$ cat src/hw/rtl/gmt_pkg.sv
`timescale 1ns / 1ps
// ----------------------------------------------------------------------------
// gmt_pkg: shared types and constants of the graphical multiple test block
// Fixed sizes, command codes, word structs and controller/datapath links.
// ----------------------------------------------------------------------------
package gmt_pkg;

   localparam int NUM_HYP     = 8;
   localparam int HYP_W       = 3;
   localparam int FRAC_BITS   = 16;
   localparam int VAL_W       = 17;
   localparam int ADDR_W      = 2 * HYP_W;
   localparam int GRAPH_DEPTH = NUM_HYP * NUM_HYP;
   localparam int PROD_W      = 2 * VAL_W;
   localparam int CNT_W       = 4;
   localparam int MASK_W      = 8;
   localparam int DIV_CNT_W   = 4;

   localparam logic [VAL_W-1:0] ONE = {1'b1, {FRAC_BITS{1'b0}}};
   localparam logic [HYP_W-1:0] HYP_LAST = HYP_W'(NUM_HYP - 1);

   // request commands
   localparam logic [1:0] CMD_LOAD_WEIGHT = 2'd0;
   localparam logic [1:0] CMD_LOAD_GRAPH  = 2'd1;
   localparam logic [1:0] CMD_LOAD_PVALUE = 2'd2;
   localparam logic [1:0] CMD_RUN         = 2'd3;

   // work graph write sources
   localparam logic [1:0] WSRC_ZERO = 2'd0;
   localparam logic [1:0] WSRC_COPY = 2'd1;
   localparam logic [1:0] WSRC_DIV  = 2'd2;

   typedef struct packed {
      logic [1:0]       cmd;
      logic [2:0]       row_index;
      logic [2:0]       col_index;
      logic [VAL_W-1:0] value;
   } req_type;

   typedef struct packed {
      logic [MASK_W-1:0] reject_mask;
      logic [CNT_W-1:0]  reject_count;
      logic              stopped_on_fail;
   } rsp_type;

   typedef struct packed {
      logic              load;
      logic              run_init;
      logic [ADDR_W-1:0] rd_addr;
      logic              wr_en;
      logic [ADDR_W-1:0] wr_addr;
      logic [1:0]        wr_src;
      logic [HYP_W-1:0]  idx;
      logic              sel_step;
      logic              sel_first;
      logic              reject;
      logic              row_cap;
      logic              wupd;
      logic              col_cap;
      logic              den_calc;
      logic              num_calc;
      logic              div_start;
      logic              finish;
      logic              stopped;
   } ctl_cmd_type;

   typedef struct packed {
      logic [NUM_HYP-1:0] active;
      logic [HYP_W-1:0]   sel_idx;
      logic               found;
      logic               pass;
      logic               last;
      logic               div_done;
   } dp_sts_type;

endpackage

$ cat src/hw/rtl/gmt_ctrl.sv
`timescale 1ns / 1ps
// ----------------------------------------------------------------------------
// gmt_ctrl: graphical test sequencer
// Steps copy, selection, decision, weight pass and matrix sweep, issuing
// datapath commands and reading back status.
// ----------------------------------------------------------------------------
module gmt_ctrl import gmt_pkg::*; (
   input  logic        clock,
   input  logic        reset,
   input  logic        start,
   input  logic [1:0]  req_cmd,
   input  dp_sts_type  sts,
   output ctl_cmd_type cmd,
   output logic        busy
);

   localparam logic [3:0] S_IDLE   = 4'd0;
   localparam logic [3:0] S_COPY   = 4'd1;
   localparam logic [3:0] S_SEL    = 4'd2;
   localparam logic [3:0] S_DECIDE = 4'd3;
   localparam logic [3:0] S_ROWJ   = 4'd4;
   localparam logic [3:0] S_WUPD   = 4'd5;
   localparam logic [3:0] S_MHEAD  = 4'd6;
   localparam logic [3:0] S_MCOL   = 4'd7;
   localparam logic [3:0] S_MDEN   = 4'd8;
   localparam logic [3:0] S_MRD    = 4'd9;
   localparam logic [3:0] S_MMUL   = 4'd10;
   localparam logic [3:0] S_MDIV   = 4'd11;
   localparam logic [3:0] S_MWAIT  = 4'd12;
   localparam logic [3:0] S_DONE   = 4'd13;

   logic [3:0]       state_ff, state_in;
   logic [6:0]       cnt_ff, cnt_in;
   logic [HYP_W-1:0] l_ff, l_in;
   logic [HYP_W-1:0] k_ff, k_in;
   logic             adv_in;
   logic             live_in;
   logic [6:0]       cnt_m1_in;

   assign live_in   = sts.active[l_ff] && sts.active[k_ff] && (l_ff != k_ff);
   assign cnt_m1_in = cnt_ff - 1'b1;

   // next state and commands
   always_comb begin
      state_in = state_ff;
      cnt_in   = cnt_ff;
      l_in     = l_ff;
      k_in     = k_ff;
      adv_in   = 1'b0;
      cmd         = '0;
      cmd.rd_addr = {l_ff, k_ff};
      cmd.wr_addr = {l_ff, k_ff};
      cmd.wr_src  = WSRC_ZERO;
      cmd.idx     = k_ff;
      case (state_ff)
         S_IDLE: begin
            if (start) begin
               if (req_cmd == CMD_RUN) begin
                  cmd.run_init = 1'b1;
                  cnt_in       = '0;
                  state_in     = S_COPY;
               end else begin
                  cmd.load = 1'b1;
               end
            end
         end
         S_COPY: begin
            // read one ahead, write the entry read last cycle
            cmd.rd_addr = cnt_ff[ADDR_W-1:0];
            cmd.wr_addr = cnt_m1_in[ADDR_W-1:0];
            cmd.wr_src  = WSRC_COPY;
            cmd.wr_en   = (cnt_ff != '0);
            cnt_in      = cnt_ff + 1'b1;
            if (cnt_ff == 7'(GRAPH_DEPTH)) begin
               k_in     = '0;
               state_in = S_SEL;
            end
         end
         S_SEL: begin
            cmd.sel_step  = 1'b1;
            cmd.sel_first = (k_ff == '0);
            k_in          = k_ff + 1'b1;
            if (k_ff == HYP_LAST) begin
               state_in = S_DECIDE;
            end
         end
         S_DECIDE: begin
            if (!sts.found || !sts.pass) begin
               cmd.finish  = 1'b1;
               cmd.stopped = 1'b1;
               state_in    = S_IDLE;
            end else begin
               cmd.reject = 1'b1;
               cnt_in     = '0;
               state_in   = sts.last ? S_DONE : S_ROWJ;
            end
         end
         S_ROWJ: begin
            // capture row of the rejected hypothesis
            cmd.rd_addr = {sts.sel_idx, cnt_ff[HYP_W-1:0]};
            cmd.idx     = cnt_m1_in[HYP_W-1:0];
            cmd.row_cap = (cnt_ff != '0);
            cnt_in      = cnt_ff + 1'b1;
            if (cnt_ff == 7'(NUM_HYP)) begin
               k_in     = '0;
               state_in = S_WUPD;
            end
         end
         S_WUPD: begin
            cmd.wupd = 1'b1;
            k_in     = k_ff + 1'b1;
            if (k_ff == HYP_LAST) begin
               l_in     = '0;
               state_in = S_MHEAD;
            end
         end
         S_MHEAD: begin
            k_in = '0;
            if (sts.active[l_ff]) begin
               cmd.rd_addr = {l_ff, sts.sel_idx};
               state_in    = S_MCOL;
            end else begin
               state_in = S_MRD;
            end
         end
         S_MCOL: begin
            cmd.col_cap = 1'b1;
            state_in    = S_MDEN;
         end
         S_MDEN: begin
            cmd.den_calc = 1'b1;
            cmd.idx      = l_ff;
            state_in     = S_MRD;
         end
         S_MRD: begin
            if (live_in) begin
               state_in = S_MMUL;
            end else begin
               // clear dropped rows, columns and the diagonal
               cmd.wr_en = 1'b1;
               adv_in    = 1'b1;
            end
         end
         S_MMUL: begin
            cmd.num_calc = 1'b1;
            state_in     = S_MDIV;
         end
         S_MDIV: begin
            cmd.div_start = 1'b1;
            state_in      = S_MWAIT;
         end
         S_MWAIT: begin
            if (sts.div_done) begin
               cmd.wr_en  = 1'b1;
               cmd.wr_src = WSRC_DIV;
               adv_in     = 1'b1;
            end
         end
         S_DONE: begin
            cmd.finish = 1'b1;
            state_in   = S_IDLE;
         end
         default: begin
            state_in = S_IDLE;
         end
      endcase
      // step through the matrix
      if (adv_in) begin
         if (k_ff == HYP_LAST) begin
            k_in = '0;
            if (l_ff == HYP_LAST) begin
               state_in = S_SEL;
            end else begin
               l_in     = l_ff + 1'b1;
               state_in = S_MHEAD;
            end
         end else begin
            k_in     = k_ff + 1'b1;
            state_in = S_MRD;
         end
      end
   end

   always_ff @(posedge clock) begin
      if (reset) begin
         state_ff <= S_IDLE;
         cnt_ff   <= '0;
         l_ff     <= '0;
         k_ff     <= '0;
      end else begin
         state_ff <= state_in;
         cnt_ff   <= cnt_in;
         l_ff     <= l_in;
         k_ff     <= k_in;
      end
   end

   assign busy = (state_ff != S_IDLE);

`ifndef NO_ASSERTIONS
   a_idle_no_write: assert property (@(posedge clock) disable iff (reset)
      (state_ff == S_IDLE) |-> !cmd.wr_en)
      else $error("work graph written while idle");
   a_wait_leaves: assert property (@(posedge clock) disable iff (reset)
      (state_ff == S_MWAIT && sts.div_done) |=>
         (state_ff == S_MRD || state_ff == S_MHEAD || state_ff == S_SEL))
      else $error("matrix sweep did not advance after divide");
`endif

endmodule

$ cat config.mk
export PLATFORM = sky130hd
export DESIGN_NAME = gmt_ctrl
export DESIGN_NICKNAME = d
export VERILOG_FILES = /design/src/hw/rtl/gmt_pkg.sv /design/src/hw/rtl/gmt_ctrl.sv
export SDC_FILE = /design/constraint.sdc
export NUM_CORES = 1
export LEC_CHECK = 0
export BUFFER_PORTS_ARGS = -buffer_cell sky130_fd_sc_hd__buf_2
export CORE_MARGIN = 5
export CORE_UTILIZATION = 53
export DETAILED_ROUTE_END_ITERATION = 12
export PLACE_DENSITY = 0.8
export SLEW_MARGIN = 25
export SYNTH_ARGS = -nofsm -noshare
export SYNTH_HDL_FRONTEND = slang
export SYNTH_SLANG_ARGS = --single-unit
$ cat constraint.sdc
create_clock -name clock -period 2.55 [get_ports clock]
set_input_delay 0.51 -clock clock [delete_from_list [all_inputs] [get_ports clock]]
set_output_delay 0.51 -clock clock [all_outputs]
set_load 0.02 [all_outputs]
; ---- Word-level counts from Yosys, hierarchy flattened
; Cells that the tools add are included.
[word_totals]
out_inout_bits = 32
inputBits = 20
wordCells = 114
regBits = 17
[classes]
add_sub_neg = 4
n_eq_ne = 30
reduce_logical = 16
mux = 58
n_lt_le_gt_ge = 2
[op_table]
columns = cell, n
row1 = case mux 4 bit (13 select lines), 1
row2 = 2-to-1 mux 4 bit, 12
row3 = 2-to-1 mux 3 bit, 11
row4 = == test 4 bit (second input constant), 6
row5 = 2-to-1 mux 7 bit, 3
row6 = != test 3 bit (second input constant), 7
row7 = case mux 7 bit (3 select lines), 1
row8 = case mux 6 bit (3 select lines), 1
row9 = == test 4 x 3 -> 1 bit (second input constant), 4
row10 = 2-to-1 mux 1 bit, 15
row11 = case mux 3 bit (4 select lines), 1
row12 = 2-to-1 mux 2 bit, 5
row13 = == test 4 x 2 -> 1 bit (second input constant), 2
row14 = less-than comparator 3 x 4 -> 1 bit (second input constant), 2
row15 = != test 2 bit (second input constant), 4
row16 = AND reduction 8 bit, 1
row17 = adder 7 x 1 -> 7 bit (second input constant), 1
row18 = == test 7 x 4 -> 1 bit (second input constant), 1
row19 = == test 7 bit (second input constant), 1
row20 = nonzero test 7 bit, 1
row21 = adder 3 x 1 -> 3 bit (second input constant), 2
row22 = binary-select mux 1 bit (select 3 bit), 2
row23 = == test 3 bit (second input constant), 2
row24 = 2-to-1 mux 6 bit, 1
row25 = other kinds (19), 23

; ---- Logic depth before layout (Yosys ltp)
[logic_depth]
ltp_word = 8
depth_mapped = 8
mapped_depth_nobuf = 8

; ---- Least setup slack after synthesis
; OpenSTA, ideal clock, no wires.
[synth_path]
path_kind = reg2out
start = reg state_ff[2]
end = out cmd[11] in the netlist's numbering
t_required_ps = 2040
stages_incl_launch_ff = 6
path_slack_ps = 92
t_arrival_ps = 1948
cell_sequence = dfxtp_1 > clkbuf_1 > clkbuf_1 > nor3_1 > nor2_1 > a221o_1
[synth_lines]
columns = item, line_no
row1 = from (decl), gmt_ctrl.sv:32  ; logic [3:0] state_ff, state_in;
row2 = from (signal assigned), gmt_ctrl.sv:191  ; state_ff <= state_in;
row3 = to (decl), gmt_ctrl.sv:13  ; output ctl_cmd_type cmd,

==> metrics.yaml <==
cp_data_arrival_time_ps: 2130
worstSetupStartpointType: "flip-flop"
leakage_nw: 1.03
drive_gt1_frac: 0.326
path_clk_slew_ps: 110
synthTopCellsByCount: "nand2_1, nor2_1, dfxtp_1"
async_flop_share: 0
wl_per_cell_um: 15.3
grtUsageTotal: 0.235
io_pins: 52
p_per_area_mw_per_mm2: 516
path_buf_inv: 2
htreeDepth: 1
synth-edff-count: 0
worstPathRequired_ps: 2040
yosys.area.top_type: "dfxtp_1"
grt_max_degree: 18
insertion_delay_ps: 300
root_buffer: "clkbuf_4"
critPathMaxStageDelay_ps: 530
die_area_mm2: 0.00471
crit_type: "reg -> out"
clock-sinks: 17
finalClockSkew_ps: 4.61
cts_inserted_buffers: 3
ys_types: 54
hold_class: "in -> reg"
cts_tree: "done"
drc: 0
ir_drop_mv: 0.303
finalMaxSlewViolations: 0
synthMuxAreaShare: 0.0824
layout_min_cycle_time_ps: 2640
synth_nets: 265
grt_pass1_wl_mm: 8.54
fin_cells: 337
num_vias: 1955
synth_flop_cell: "dfxtp_1"
rsz0062_at_grt: "yes"
worst_pin_slew_ps: 469
synthSimpleGateAreaFrac: 0.314
ys_warn_count: 0
synth_area_mm2: 0.00182
ys_top_cells_by_area: "dfxtp_1, nand2_1, nor2_1"
finalCritPeriodShare: 1.04
synth_fa_ha_area_frac: 0.0480
die_w_um: 68.7
relSlewSlack: 0.686
cp_max_fo: 4
hold_viol: 0
diodes: 0
routed_wirelength_mm: 5.16
tns_ps: -316
dp.cells: 330
worstPathCellList: "mux4_2, mux2i_4, or3_4, nor2_2, a222oi_1, inv_1, buf_6"
cp-end-kind: "output port"
design.core.area_mm2: 0.00334
setup_viol: 4
status: "finished, violations left"
layout.nets: 319
cts_buffer_depth: 2
timing.fmax_mhz: 379
layout_setup_ws_ps: -90.4
die_h_um: 68.7
synth_cells: 238
ys_seq_area_frac: 0.187
violations: "negative setup slack"
vias_per_cell: 5.80
gp_congestion: 0.949
cp_top_family: "multiplexers"
yosysMostFrequentCell: "nand2_1"
row_count: 21
dpl.hpwl_mm: 3.93
start_util: 0.546
synth_seq_cells: 17
io_buffers: 51
synth_top_area_frac: 0.187
first_global_vias: 1865
grt_overflow_total: 0
maxCapViolations: 0
drt_iter0_drc: 266
dr.pass1.iters: 8
synth_top_family_by_area: "simple AND/OR/NAND/NOR gates"
avgSynthCellArea_um2: 7.66
crit_slowest_cell: "mux4_2"
areaGrowthSynthToFinish_pct: 23.1
antenna_found_initial: 0
antenna_left: 0
synth_compound_area_frac: 0.222
synth_xor_area_frac: 0.0673
==> cells in the final DEF, fill, tap and decap left out, types with 3 or more instances in the layout <==
cell	instances
buf_2	48
dfxtp_2	3
nor2_1	27
a222oi_1	3
o21ai_0	9
a21oi_1	10
o32ai_1	3
and3_1	8
nor2b_1	3
a22oi_1	3
buf_4	19
xnor2_1	8
a221o_1	4
dfxtp_1	14
nand2_1	31
mux4_2	3
nor3_1	5
inv_1	10
ha_1	7
nand2b_1	11
xor2_1	6
nand3_1	3
nand4_1	3
nand3b_1	3
clkbuf_4	3
mux2i_1	6
==> metrics by stage <==
step | worst slack [ps] | util | hold slack (ps) | total power, mW | instance area, um^2
2_1_floorplan | 91.8 | - | 537 | 0.791 | 1820
3_3_place_gp | -13.1 | 0.642 | 587 | 0.970 | 2140
3_5_place_dp | -43.2 | 0.642 | 599 | 0.976 | 2140
4_1_cts | -91.1 | 0.660 | 541 | 1.14 | 2200
5_1_grt | -221 | 0.673 | 553 | 1.24 | 2240
6_report | -90.4 | 0.673 | 550 | 1.16 | 2240
==> registers in the layout (all words and copies together), names as in the netlist <==
name      flops
state_ff      4
k_ff          3
cnt_ff        7
l_ff          3
==> layer usage <==
| metal | global-route usage | vias to the layer above | share of wire |
|---|---|---|---|
| met5 | 0 | - | 0 |
| met4 | 0.0571 | 0 | 0.022 |
| met3 | 0.0567 | 16 | 0.082 |
| met2 | 0.384 | 93 | 0.48 |
| met1 | 0.311 | 895 | 0.41 |
| li1 | - | 951 | - |
==> repair_timing <==
| action | in CTS | in global routing |
|---|---|---|
| gates resized for setup | 8 | 6 |
| buffers inserted | 1 | 2 |
| cloned | 0 | 0 |
| endpoints found under the setup margin | 4 | 9 |
| hold buffers | 0 | 0 |
| pin swaps | 1 | 2 |
==> kinds of logic after synthesis <==
group           count (synthesis)
simple gates                  108
compound gates                 51
buf+inv                        31
flops                          17
xor+xnor                       14
mux                            10
fa+ha+maj                       7
==> path summary, 6_finish.rpt <==
check	from	end	slack [ps]	depth (start not counted)
setup reg to reg	l_ff[0]	l_ff[0]	230	8
setup / recovery	l_ff[0]	cmd[25]	-90	7
hold / removal	reset	state_ff[0]	550	2
hold reg to reg	cnt_ff[1]	cnt_ff[1]	600	2
==> where the power goes <==
group          switching (mW)  leakage (nW)  internal, mW
combinational           0.418         0.876         0.277
clock                  0.0946        0.0150        0.0611
sequential             0.0244         0.139         0.285
total                   0.537          1.03         0.623
==> area by class of cell <==
| cell class | instances | area, um^2 |
|---|---|---|
| Inverter | 11 | 41.3 |
| Sequential cell | 17 | 344 |
| Fill cell | 308 | 1090 |
| Clock buffer | 4 | 26.3 |
| Timing Repair Buffer | 69 | 405 |
| Multi-Input combinational cell | 190 | 1370 |
| Tap cell | 46 | 57.6 |
(Power assumes the default switching activity.)
